<file path="config.mk">
export PLATFORM = sky130hd
export DESIGN_NAME = bitmap_range_allocator_top
export DESIGN_NICKNAME = d
export VERILOG_FILES = /design/src/design/bra_pkg.sv /design/src/design/bra_ctrl.sv /design/src/design/bra_dp.sv /design/src/design/bitmap_range_allocator_top.sv
export SDC_FILE = /design/constraint.sdc
export NUM_CORES = 2
export LEC_CHECK = 0
export BUFFER_PORTS_ARGS = -buffer_cell sky130_fd_sc_hd__clkbuf_2
export CORE_AREA = 3 3 442 356
export DETAILED_ROUTE_END_ITERATION = 10
export DIE_AREA = 0 0 445 359
export PLACE_DENSITY_LB_ADDON = 0.2
export SETUP_SLACK_MARGIN = 0.2
export SLEW_MARGIN = 20
export SYNTH_ARGS = -nofsm -noshare
export SYNTH_HDL_FRONTEND = slang
export SYNTH_SLANG_ARGS = --single-unit
</file>
<file path="constraint.sdc">
create_clock -name clk -period 19.7 [get_ports clk]
set_clock_uncertainty 0.05 [all_clocks]
set_input_delay 3.94 -clock clk [delete_from_list [all_inputs] [get_ports clk]]
set_output_delay 3.94 -clock clk [all_outputs]
set_load 0.02 [all_outputs]
</file>
<file path="src/design/bra_pkg.sv">
// Shared types and codes for the bitmap range allocator.
// Used by bra_ctrl, bra_dp, the top level and the checker; no dependencies.
package bra_pkg;

  localparam int SLOTS_DEF  = 1024;
  localparam int WORD       = 32;

  localparam int KIND_W     = 2;
  localparam int COUNT_W    = 11;
  localparam int SLOT_W     = 10;
  localparam int LEN_W      = 11;
  localparam int STAT_W     = 2;
  localparam int CFG_IDX_W  = 2;
  localparam int CFG_DATA_W = 11;

  localparam logic [CFG_IDX_W-1:0] CFG_RESERVED = 2'd0;
  localparam logic [CFG_IDX_W-1:0] CFG_USABLE   = 2'd1;

  localparam logic [KIND_W-1:0] KIND_ALLOC = 2'd0;
  localparam logic [KIND_W-1:0] KIND_FREE  = 2'd1;
  localparam logic [KIND_W-1:0] KIND_SIZE  = 2'd2;

  localparam logic [STAT_W-1:0] STAT_OK      = 2'd0;
  localparam logic [STAT_W-1:0] STAT_NOSPACE = 2'd1;
  localparam logic [STAT_W-1:0] STAT_BADIDX  = 2'd2;

  // word scanner operations
  localparam logic [2:0] OP_INIT     = 3'd0;
  localparam logic [2:0] OP_NEXT_SET = 3'd1;
  localparam logic [2:0] OP_NEXT_CLR = 3'd2;
  localparam logic [2:0] OP_HEAD     = 3'd3;
  localparam logic [2:0] OP_RUN      = 3'd4;
  localparam logic [2:0] OP_FREE     = 3'd5;
  localparam logic [2:0] OP_FILL     = 3'd6;
  localparam logic [2:0] OP_DOWN     = 3'd7;

  // result register loads
  localparam logic [2:0] RES_NONE    = 3'd0;
  localparam logic [2:0] RES_ALLOC   = 3'd1;
  localparam logic [2:0] RES_NOSPACE = 3'd2;
  localparam logic [2:0] RES_BAD     = 3'd3;
  localparam logic [2:0] RES_LEN     = 3'd4;

  typedef struct packed {
    logic       load;
    logic       cfg_wr;
    logic       start;
    logic [2:0] op;
    logic       hint_idxm1;
    logic [2:0] res;
  } cmd_t;

  typedef struct packed {
    logic done;
    logic s_ge_top;
    logic fit;
    logic bit_lt_top;
    logic range_ok;
    logic head_ok;
    logic idx_lt_hint;
    logic idx_le2;
  } sts_t;

endpackage

</file>
<file path="src/design/bra_ctrl.sv">
// Sequencer for the bitmap range allocator: handshakes and operation steps.
// Depends on bra_pkg; drives bra_dp through cmd_t and reads sts_t.
module bra_ctrl (
  input  logic                          clk,
  input  logic                          rst,
  input  logic                          in_valid,
  output logic                          in_stall,
  input  logic [bra_pkg::KIND_W-1:0]    kind,
  output logic                          out_valid,
  input  logic                          out_stall,
  input  logic                          cfg_valid,
  output logic                          cfg_ready,
  input  logic [bra_pkg::CFG_IDX_W-1:0] cfg_index,
  input  bra_pkg::sts_t                 sts,
  output bra_pkg::cmd_t                 cmd
);

  localparam logic [3:0] S_INIT   = 4'd0;
  localparam logic [3:0] S_INIT_W = 4'd1;
  localparam logic [3:0] S_IDLE   = 4'd2;
  localparam logic [3:0] S_A_CHK  = 4'd3;
  localparam logic [3:0] S_A_BIT  = 4'd4;
  localparam logic [3:0] S_A_CLR  = 4'd5;
  localparam logic [3:0] S_A_FILL = 4'd6;
  localparam logic [3:0] S_H_CHK  = 4'd7;
  localparam logic [3:0] S_H_WAIT = 4'd8;
  localparam logic [3:0] S_R_WAIT = 4'd9;
  localparam logic [3:0] S_F_DOWN = 4'd10;
  localparam logic [3:0] S_OUT    = 4'd11;

  logic [3:0]                  state, state_next;
  logic [2:0]                  res_code, res_code_next;
  logic [bra_pkg::KIND_W-1:0]  kind_r, kind_r_next;
  logic                        out_valid_next;
  logic                        out_free;

  assign cfg_ready = (state == S_IDLE);
  assign in_stall  = (state != S_IDLE) || cfg_valid;
  assign out_free  = !out_valid || !out_stall;

  always_comb begin
    state_next     = state;
    res_code_next  = res_code;
    kind_r_next    = kind_r;
    out_valid_next = out_valid && out_stall;
    cmd            = '0;
    case (state)
      S_INIT: begin
        cmd.start  = 1'b1;
        cmd.op     = bra_pkg::OP_INIT;
        state_next = S_INIT_W;
      end
      S_INIT_W: begin
        if (sts.done) state_next = S_IDLE;
      end
      S_IDLE: begin
        if (cfg_valid) begin
          if (cfg_index == bra_pkg::CFG_RESERVED || cfg_index == bra_pkg::CFG_USABLE) begin
            cmd.cfg_wr = 1'b1;
            state_next = S_INIT;
          end
        end else if (in_valid) begin
          cmd.load    = 1'b1;
          kind_r_next = kind;
          case (kind)
            bra_pkg::KIND_ALLOC: state_next = S_A_CHK;
            bra_pkg::KIND_FREE:  state_next = S_H_CHK;
            bra_pkg::KIND_SIZE:  state_next = S_H_CHK;
            default: begin
              res_code_next = bra_pkg::RES_BAD;
              state_next    = S_OUT;
            end
          endcase
        end
      end
      S_A_CHK: begin
        if (sts.s_ge_top) begin
          res_code_next = bra_pkg::RES_NOSPACE;
          state_next    = S_OUT;
        end else begin
          cmd.start  = 1'b1;
          cmd.op     = bra_pkg::OP_NEXT_SET;
          state_next = S_A_BIT;
        end
      end
      S_A_BIT: begin
        if (sts.done) begin
          if (sts.fit) begin
            cmd.start  = 1'b1;
            cmd.op     = bra_pkg::OP_FILL;
            state_next = S_A_FILL;
          end else if (sts.bit_lt_top) begin
            cmd.start  = 1'b1;
            cmd.op     = bra_pkg::OP_NEXT_CLR;
            state_next = S_A_CLR;
          end else begin
            res_code_next = bra_pkg::RES_NOSPACE;
            state_next    = S_OUT;
          end
        end
      end
      S_A_CLR: begin
        if (sts.done) state_next = S_A_CHK;
      end
      S_A_FILL: begin
        if (sts.done) begin
          res_code_next = bra_pkg::RES_ALLOC;
          state_next    = S_OUT;
        end
      end
      S_H_CHK: begin
        if (sts.range_ok) begin
          cmd.start  = 1'b1;
          cmd.op     = bra_pkg::OP_HEAD;
          state_next = S_H_WAIT;
        end else begin
          res_code_next = bra_pkg::RES_BAD;
          state_next    = S_OUT;
        end
      end
      S_H_WAIT: begin
        if (sts.done) begin
          if (sts.head_ok) begin
            cmd.start  = 1'b1;
            cmd.op     = (kind_r == bra_pkg::KIND_SIZE) ? bra_pkg::OP_RUN : bra_pkg::OP_FREE;
            state_next = S_R_WAIT;
          end else begin
            res_code_next = bra_pkg::RES_BAD;
            state_next    = S_OUT;
          end
        end
      end
      S_R_WAIT: begin
        if (sts.done) begin
          res_code_next = bra_pkg::RES_LEN;
          state_next    = S_OUT;
          // a free below the hint pulls the hint down
          if (kind_r == bra_pkg::KIND_FREE && sts.idx_lt_hint) begin
            if (sts.idx_le2) begin
              cmd.hint_idxm1 = 1'b1;
            end else begin
              cmd.start  = 1'b1;
              cmd.op     = bra_pkg::OP_DOWN;
              state_next = S_F_DOWN;
            end
          end
        end
      end
      S_F_DOWN: begin
        if (sts.done) state_next = S_OUT;
      end
      S_OUT: begin
        if (out_free) begin
          cmd.res        = res_code;
          out_valid_next = 1'b1;
          state_next     = S_IDLE;
        end
      end
      default: state_next = S_INIT;
    endcase
  end

  always_ff @(posedge clk) begin
    if (rst) begin
      state     <= S_INIT;
      out_valid <= 1'b0;
      res_code  <= bra_pkg::RES_NONE;
      kind_r    <= bra_pkg::KIND_ALLOC;
    end else begin
      state     <= state_next;
      out_valid <= out_valid_next;
      res_code  <= res_code_next;
      kind_r    <= kind_r_next;
    end
  end

endmodule

</file>
<file path="src/design/bra_dp.sv">
// Datapath of the bitmap range allocator: bitmap word memory, word scanner,
// hint, operand and result registers. Depends on bra_pkg; driven by bra_ctrl.
module bra_dp #(
  parameter int SLOTS = bra_pkg::SLOTS_DEF
) (
  input  logic                           clk,
  input  logic                           rst,
  input  bra_pkg::cmd_t                  cmd,
  output bra_pkg::sts_t                  sts,
  input  logic [bra_pkg::COUNT_W-1:0]    count,
  input  logic [bra_pkg::COUNT_W-1:0]    align,
  input  logic [bra_pkg::SLOT_W-1:0]     slot_index,
  input  logic [bra_pkg::CFG_IDX_W-1:0]  cfg_index,
  input  logic [bra_pkg::CFG_DATA_W-1:0] cfg_data,
  output logic [bra_pkg::STAT_W-1:0]     status,
  output logic [bra_pkg::SLOT_W-1:0]     start_slot,
  output logic [bra_pkg::LEN_W-1:0]      run_length
);

  localparam int WORD   = bra_pkg::WORD;
  localparam int WB     = $clog2(WORD);
  localparam int NWORDS = (SLOTS + WORD - 1) / WORD;
  localparam int AW     = (NWORDS > 1) ? $clog2(NWORDS) : 1;
  localparam int TW     = $clog2(SLOTS + 1);
  // positions plus alignment and count overshoot
  localparam int PW     = $clog2(SLOTS + 4096) + 1;
  localparam int CW     = bra_pkg::COUNT_W;

  logic [bra_pkg::SLOT_W-1:0] reserved_r;
  logic [CW-1:0]              usable_r;
  logic [PW-1:0]              top_p, res_p;

  logic [TW-1:0]              hint, bitp, len;
  logic [PW-1:0]              s;
  logic [CW-1:0]              nr, al;
  logic [bra_pkg::SLOT_W-1:0] idx;
  logic [PW-1:0]              nr_p, al_p, idx_p, bit_p;

  logic [WORD-1:0]            mem [NWORDS];
  logic [WORD-1:0]            rdata, wdata;
  logic                       we;

  logic                       sc_busy, sc_ev, sc_done;
  logic [2:0]                 sc_op;
  logic [AW-1:0]              sc_w;
  logic [PW-1:0]              sc_lo, sc_hi;

  logic [PW-1:0]              st_lo, st_hi;
  logic                       st_empty, st_fin;
  logic [PW-1:0]              base;
  logic [WORD-1:0]            m_up, m_dn, hits, low_bits;
  logic [WB-1:0]              lo_idx, hi_idx;
  logic                       found, ev_last, ev_act;
  logic [PW-1:0]              ev_pos;
  logic                       fin, fin_found;
  logic [2:0]                 fin_op;
  logic [PW-1:0]              fin_pos;

  function automatic logic [WORD-1:0] span(input logic [PW-1:0] b,
                                           input logic [PW-1:0] lo,
                                           input logic [PW-1:0] hi);
    logic [WB:0]   lo_o, hi_o;
    logic [PW-1:0] dl, dh;
    logic [WORD:0] bl, bh;
    dl = lo - b;
    dh = hi - b;
    if (lo <= b) lo_o = '0;
    else if (dl >= PW'(WORD)) lo_o = (WB+1)'(WORD);
    else lo_o = dl[WB:0];
    if (hi <= b) hi_o = '0;
    else if (dh >= PW'(WORD)) hi_o = (WB+1)'(WORD);
    else hi_o = dh[WB:0];
    bl = ~({(WORD+1){1'b1}} << lo_o);
    bh = ~({(WORD+1){1'b1}} << hi_o);
    return bh[WORD-1:0] & ~bl[WORD-1:0];
  endfunction

  // effective limits
  always_comb begin
    top_p = PW'(usable_r);
    if (top_p > PW'(SLOTS)) top_p = PW'(SLOTS);
    if (top_p < PW'(2)) top_p = PW'(2);
    res_p = PW'(reserved_r);
    if (res_p < PW'(1)) res_p = PW'(1);
    if (res_p > top_p - PW'(1)) res_p = top_p - PW'(1);
  end

  assign nr_p  = PW'(nr);
  assign al_p  = PW'(al);
  assign idx_p = PW'(idx);
  assign bit_p = PW'(bitp);

  // scan bounds at launch
  always_comb begin
    st_lo = '0;
    st_hi = top_p;
    case (cmd.op)
      bra_pkg::OP_INIT:     st_hi = res_p;
      bra_pkg::OP_NEXT_SET: st_lo = s + PW'(1);
      bra_pkg::OP_NEXT_CLR: st_lo = bit_p + PW'(1);
      bra_pkg::OP_HEAD:     st_lo = idx_p - PW'(1);
      bra_pkg::OP_RUN:      st_lo = idx_p + PW'(1);
      bra_pkg::OP_FREE:     st_lo = idx_p;
      bra_pkg::OP_FILL: begin
        st_lo = s;
        st_hi = s + nr_p;
      end
      bra_pkg::OP_DOWN:     st_lo = idx_p - PW'(2);
      default:              st_lo = '0;
    endcase
  end

  assign st_empty = (cmd.op != bra_pkg::OP_INIT) && (cmd.op != bra_pkg::OP_DOWN) &&
                    (st_lo >= st_hi);
  assign st_fin   = cmd.start && st_empty;

  // word evaluation
  assign base = PW'(sc_w) << WB;
  assign m_up = span(base, sc_lo, sc_hi);
  assign m_dn = span(base, '0, sc_lo + PW'(1));

  always_comb begin
    case (sc_op)
      bra_pkg::OP_NEXT_SET,
      bra_pkg::OP_HEAD:     hits = rdata & m_up;
      bra_pkg::OP_NEXT_CLR,
      bra_pkg::OP_RUN,
      bra_pkg::OP_FREE:     hits = ~rdata & m_up;
      bra_pkg::OP_DOWN:     hits = rdata & m_dn;
      default:              hits = '0;
    endcase
  end

  always_comb begin
    lo_idx = '0;
    for (int i = WORD - 1; i >= 0; i--) begin
      if (hits[i]) lo_idx = WB'(i);
    end
  end

  always_comb begin
    hi_idx = '0;
    for (int i = 0; i < WORD; i++) begin
      if (hits[i]) hi_idx = WB'(i);
    end
  end

  assign found    = |hits;
  assign low_bits = ~({WORD{1'b1}} << lo_idx);
  assign ev_act   = sc_busy && sc_ev;

  always_comb begin
    if (!found) ev_pos = sc_hi;
    else if (sc_op == bra_pkg::OP_DOWN) ev_pos = base + PW'(hi_idx);
    else ev_pos = base + PW'(lo_idx);
    case (sc_op)
      bra_pkg::OP_DOWN: ev_last = found || (sc_w == '0);
      bra_pkg::OP_INIT: ev_last = (sc_w == AW'(NWORDS - 1));
      default:          ev_last = found || (base + PW'(WORD) >= sc_hi);
    endcase
    case (sc_op)
      bra_pkg::OP_FREE: wdata = rdata & ~(found ? (m_up & low_bits) : m_up);
      bra_pkg::OP_FILL: wdata = rdata | m_up;
      bra_pkg::OP_INIT: wdata = m_up;
      default:          wdata = rdata;
    endcase
  end

  assign we = ev_act && (sc_op == bra_pkg::OP_FREE || sc_op == bra_pkg::OP_FILL ||
                         sc_op == bra_pkg::OP_INIT);

  assign fin       = st_fin || (ev_act && ev_last);
  assign fin_op    = st_fin ? cmd.op : sc_op;
  assign fin_pos   = st_fin ? st_hi : ev_pos;
  assign fin_found = !st_fin && found;

  always_ff @(posedge clk) begin
    if (we) mem[sc_w] <= wdata;
    rdata <= mem[sc_w];
  end

  // scanner control: a read step then an evaluate step for each word
  always_ff @(posedge clk) begin
    if (rst) begin
      sc_busy <= 1'b0;
      sc_ev   <= 1'b0;
      sc_done <= 1'b0;
    end else begin
      sc_done <= fin;
      if (cmd.start && !st_empty) begin
        sc_busy <= 1'b1;
        sc_ev   <= 1'b0;
      end else if (sc_busy) begin
        if (!sc_ev) sc_ev <= 1'b1;
        else begin
          sc_ev <= 1'b0;
          if (ev_last) sc_busy <= 1'b0;
        end
      end
    end
  end

  always_ff @(posedge clk) begin
    if (cmd.start) begin
      sc_op <= cmd.op;
      sc_lo <= st_lo;
      sc_hi <= st_hi;
      sc_w  <= (cmd.op == bra_pkg::OP_INIT) ? '0 : st_lo[WB +: AW];
    end else if (ev_act && !ev_last) begin
      sc_w <= (sc_op == bra_pkg::OP_DOWN) ? sc_w - AW'(1) : sc_w + AW'(1);
    end
  end

  always_ff @(posedge clk) begin
    if (rst) begin
      reserved_r <= bra_pkg::SLOT_W'(1);
      usable_r   <= CW'(1024);
    end else if (cmd.cfg_wr) begin
      case (cfg_index)
        bra_pkg::CFG_RESERVED: reserved_r <= cfg_data[bra_pkg::SLOT_W-1:0];
        bra_pkg::CFG_USABLE:   usable_r   <= cfg_data;
        default:               usable_r   <= usable_r;
      endcase
    end
  end

  always_ff @(posedge clk) begin
    if (cmd.load) begin
      nr  <= (count == '0) ? CW'(1) : count;
      al  <= (align == '0) ? CW'(1) : (align & (~align + CW'(1)));
      idx <= slot_index;
      s   <= PW'(hint);
    end
    if (cmd.start) begin
      case (cmd.op)
        bra_pkg::OP_INIT:     hint <= TW'(res_p);
        bra_pkg::OP_NEXT_SET: s <= (s + al_p) & ~(al_p - PW'(1));
        bra_pkg::OP_FILL: begin
          if (s <= PW'(hint) + PW'(2)) hint <= TW'(s + nr_p);
        end
        default: ;
      endcase
    end
    if (cmd.hint_idxm1) hint <= TW'(idx_p - PW'(1));
    if (fin) begin
      case (fin_op)
        bra_pkg::OP_NEXT_SET,
        bra_pkg::OP_HEAD:     bitp <= TW'(fin_pos);
        bra_pkg::OP_NEXT_CLR: s <= fin_pos;
        bra_pkg::OP_RUN,
        bra_pkg::OP_FREE:     len <= TW'(fin_pos - idx_p);
        bra_pkg::OP_DOWN:     hint <= fin_found ? TW'(fin_pos + PW'(1)) : TW'(1);
        default: ;
      endcase
    end
  end

  always_ff @(posedge clk) begin
    case (cmd.res)
      bra_pkg::RES_ALLOC: begin
        status     <= bra_pkg::STAT_OK;
        start_slot <= bra_pkg::SLOT_W'(s);
        run_length <= '0;
      end
      bra_pkg::RES_NOSPACE: begin
        status     <= bra_pkg::STAT_NOSPACE;
        start_slot <= '0;
        run_length <= '0;
      end
      bra_pkg::RES_BAD: begin
        status     <= bra_pkg::STAT_BADIDX;
        start_slot <= '0;
        run_length <= '0;
      end
      bra_pkg::RES_LEN: begin
        status     <= bra_pkg::STAT_OK;
        start_slot <= '0;
        run_length <= bra_pkg::LEN_W'(len);
      end
      default: ;
    endcase
  end

  assign sts.done        = sc_done;
  assign sts.s_ge_top    = (s >= top_p);
  assign sts.bit_lt_top  = (bit_p < top_p);
  assign sts.fit         = (bit_p < top_p) ? (s + nr_p < bit_p) : (s + nr_p <= bit_p);
  assign sts.range_ok    = (idx_p >= res_p) && (idx_p < top_p);
  assign sts.head_ok     = (idx_p >= res_p) && (idx_p < top_p) && (bit_p == idx_p);
  assign sts.idx_lt_hint = (idx_p < PW'(hint));
  assign sts.idx_le2     = (idx_p <= PW'(2));

endmodule

</file>
<file path="src/design/bitmap_range_allocator_top.sv">
// Bitmap first-fit range allocator over SLOTS slots, kept as 32-slot words in a
// single-port memory that is read one word at a time (read, then evaluate).
// An allocate scans words for each candidate start and then marks the words of
// its grant; a free or size query scans the words of the run, plus a downward
// word scan when a free lowers the hint. After reset and after each write of
// reserved_slots or usable_slots a fill pass rebuilds the map, during which no
// item is taken. One item is worked on at a time; the next may be accepted
// while a result still waits in the output register.
module bitmap_range_allocator_top #(
  parameter int SLOTS = bra_pkg::SLOTS_DEF
) (
  input  logic                           clk,
  input  logic                           rst,
  input  logic                           in_valid,
  output logic                           in_stall,
  input  logic [bra_pkg::KIND_W-1:0]     kind,
  input  logic [bra_pkg::COUNT_W-1:0]    count,
  input  logic [bra_pkg::COUNT_W-1:0]    align,
  input  logic [bra_pkg::SLOT_W-1:0]     slot_index,
  output logic                           out_valid,
  input  logic                           out_stall,
  output logic [bra_pkg::STAT_W-1:0]     status,
  output logic [bra_pkg::SLOT_W-1:0]     start_slot,
  output logic [bra_pkg::LEN_W-1:0]      run_length,
  input  logic                           cfg_valid,
  output logic                           cfg_ready,
  input  logic [bra_pkg::CFG_IDX_W-1:0]  cfg_index,
  input  logic [bra_pkg::CFG_DATA_W-1:0] cfg_data
);

  bra_pkg::cmd_t cmd;
  bra_pkg::sts_t sts;

  bra_ctrl u_ctrl (
    .clk       (clk),
    .rst       (rst),
    .in_valid  (in_valid),
    .in_stall  (in_stall),
    .kind      (kind),
    .out_valid (out_valid),
    .out_stall (out_stall),
    .cfg_valid (cfg_valid),
    .cfg_ready (cfg_ready),
    .cfg_index (cfg_index),
    .sts       (sts),
    .cmd       (cmd)
  );

  bra_dp #(
    .SLOTS (SLOTS)
  ) u_dp (
    .clk        (clk),
    .rst        (rst),
    .cmd        (cmd),
    .sts        (sts),
    .count      (count),
    .align      (align),
    .slot_index (slot_index),
    .cfg_index  (cfg_index),
    .cfg_data   (cfg_data),
    .status     (status),
    .start_slot (start_slot),
    .run_length (run_length)
  );

endmodule

</file>
==> metrics <==
DR iter-0 viols=a little over 5k; routed len/inst=between 30 and 40 um; GRT Util Overall=between 20% and 30%; hold crit path type=reg2reg; unrepaired setup endpoints after global routing=no; CP Max Fanout=17; status=finished clean; leakage power=around 22 nW; max-slew violations=0; peak supply drop=0.0001228 V; number of synthesized flops with an enable pin=around 1.1k; DPL Wire Length=roughly 130000 um; Area growth, synth to finish=13.26%; Startpoint Class=flip-flop; Sw Ratio=between 40% and 50%; Setup WS pre-CTS=roughly 7000 ps; worst r2r path cells=45; Slew Limit Headroom=a little under a fifth; Post-Synthesis Cell Area=58100 sq um; Core Rows=128; worst skew pair latency=slightly below 800 ps; Num CTS Buffers=120; total clock sinks=about 1.2k; required time worst endpoint=20190 ps; clock share of power=roughly a fifth; YS warnings=0; final wirelength=203900 um; main flop type after synthesis=edfxtp_1; Fillers=around 14k; worst hold stages=2; Final period util=about two thirds; Crit path largest cell delay=780 ps; TritonCTS clock tree=done; core area=~150000 sq um; Worst-Margin Slew=between 1000 and 1500 ps; multi-input logic area=21240 sq um; total number of vias=around 39k; clock slew at reported path FFs=roughly 70 ps; Starting Density=38.07%; synthesized area per cell=between 10 and 15 sq um; worst path arrival time=13430 ps; net switching power=4.912 mW; combinational share of power=45.8%; slowest stage cell, crit path=o21ai_1; PD cells=176.6 nW/um^2; CTS Hold Buffers Added=0; DR pass1 iterations=8; setup TNS=0 ps; final hold vios=0; Die X=between 400 and 500 um; first-pass GRT wire length=approximately 290000 um; vias in the first global route=36.95k; ys async rst share=0%; final worst slack=6752 ps; die height=about 360 um; synthesized flop and latch total=1228; Critical Path Sink Type=flip-flop; register area share after synthesis=between 60% and 70%; Setup Viol. Count Final=0; vias per cell=just over 6; Int Power=6.710 mW; CTS max path bufs=3; Final Cell Area=approximately 66000 sq um; # resized after CTS=0; antenna violations before repair=8; port bufs=slightly below 80; post-synthesis cell type count=between 100 and 150; Max Cap Viol=0; final net count=between 4k and 5k; FF/Latch Area=35960 sq um; DRC errors left=0; Die Area=approximately 160000 sq um; fmax=between 70 and 80 MHz; hold slack=roughly 430 ps; GPL Wtd Cong=approximately 1.1; Final Util=43.12%; CP Class=reg2reg; CTS root buf=clkbuf_16; overflow left after global routing=0; Detail Route Antenna Nets=0; post-CTS setup buffers=0; H-tree levels=3; Crit path top cell by count=a21oi_1; largest net degree at the start of global routing=124; Synth Instances=a little over 4k; Placed Instance Area=approximately 62000 sq um; Min Clock Period, post-route=about 13000 ps; sequential share of power=between 30% and 40%; layout cells sized above 1=a little under a fifth; IO Pins=78
-- through the flow --
| step | cells | power [mW] |
|---|---|---|
| detailed placement | 6063 | 9.064 |
| floorplan | 4053 | 7.120 |
| global route | 6296 | 12.11 |
| global placement | 6062 | 9.064 |
| CTS | 6292 | 11.51 |
| finish | 6297 | 11.62 |
-- Yosys cell counts (41+ instances only) --
master / n / share of area, %
nand3_1: 82 / 0.71
nor2_1: 240 / 1.6
dfxtp_1: 91 / 3.1
a22oi_1: 154 / 2.0
clkbuf_1: 164 / 1.1
ha_1: 174 / 3.7
inv_1: 131 / 0.85
and3_1: 47 / 0.51
nor3_1: 72 / 0.62
a211oi_1: 41 / 0.53
edfxtp_1: 1137 / 59
mux4_2: 256 / 9.9
o21ai_0: 148 / 1.3
a21oi_1: 182 / 1.6
xnor2_1: 78 / 1.2
nand4_1: 67 / 0.72
nand2_1: 219 / 1.4
a21o_1: 48 / 0.62
-- registers in the layout, indices dropped and copies added, names as in the netlist, 10 cells and up --
| name | cells |
|---|---|
| u_dp.sc_hi | 14 |
| u_dp.al | 11 |
| u_dp.idx | 10 |
| u_dp.start_slot | 10 |
| u_dp.s | 14 |
| u_dp.mem | 1024 |
| u_dp.len | 11 |
| u_dp.nr | 11 |
| u_dp.usable_r | 11 |
| u_dp.run_length | 11 |
| u_dp.rdata | 32 |
| u_dp.hint | 11 |
| u_dp.reserved_r | 10 |
| u_dp.sc_lo | 14 |
| u_dp.bitp | 11 |
-- cells by family (layout without fill, tap and decap cells) --
group	after synthesis	count (layout)	share of synthesized area (%)
adder cells (fa/ha/maj)	181	181	3.988
other	2	10	0.01293
buffers and inverters	348	573	2.319
AND/OR/NAND/NOR	949	949	8.332
AO/OA/AOI/OAI	936	936	11.20
flip-flops	1228	1228	61.90
multiplexers	288	288	10.48
XOR/XNOR	117	117	1.764
-- power by group through the flow --
stage	registers (mW)	logic (mW)	clock network, mW
after global placement	3.92	5.15	0
final	3.87	5.32	2.43
after global routing	3.87	5.65	2.60
after floorplan	3.78	3.34	0
after CTS	3.86	5.17	2.48
after detailed placement	3.91	5.15	0
-- final cells by class --
type	instances	area share [%]
sequential	1228	54.65
tap	2015	3.831
multi-input combinational	2477	32.28
clock inverter	72	1.337
inverter	140	0.8004
antenna	4	0.01521
clock buffer	157	5.008
timing repair buffer	204	2.084
-- critical path: cells and delay by family, from the launching register on --
| kind | cells | cell delay, ps |
|---|---|---|
| flops | 1 | 360 |
| compound gates | 29 | 7170 |
| simple gates | 9 | 3310 |
| fa+ha+maj | 5 | 1540 |
| buf+inv | 1 | 200 |
| xor+xnor | 1 | 80 |
-- path summary, 6_finish.rpt --
| kind | startpoint | endpoint | slack [ps] |
|---|---|---|---|
| max | u_dp.usable_r[3]$_SDFFE_PP0P_ | u_dp.len[9]$_DFFE_PP_ | 6750 |
| min reg2reg | u_ctrl.kind_r[0]$_SDFFE_PP0P_ | u_ctrl.kind_r[0]$_SDFFE_PP0P_ | 430 |
| max reg2reg | u_dp.usable_r[3]$_SDFFE_PP0P_ | u_dp.len[9]$_DFFE_PP_ | 6750 |
| min | u_ctrl.kind_r[0]$_SDFFE_PP0P_ | u_ctrl.kind_r[0]$_SDFFE_PP0P_ | 430 |
-- metal layers --
layer  routed length [um]  share of wire [%]  up-vias  track usage [%]
met5                  130              0.064        -           0.5690
met4                 5606                2.8        4            6.703
met3                20840                 10      304            6.694
met2                85740                 42     1943            35.53
met1                91540                 45    20077            37.70
li1                     -                  -    16478                -
-- placed cells by master (no fill, tap or decap), types with 48 or more instances in the layout --
cell type	instances
a21o_1	48
a21oi_1	180
a22oi_1	153
buf_4	123
clkbuf_16	123
clkbuf_2	77
dfxtp_1	91
edfxtp_1	1137
ha_1	174
inv_1	131
mux4_2	256
nand2_1	219
nand3_1	82
nand4_1	67
nor2_1	207
nor3_1	64
o21ai_0	142
xnor2_1	78
Power figures use the tool's default switching activity.
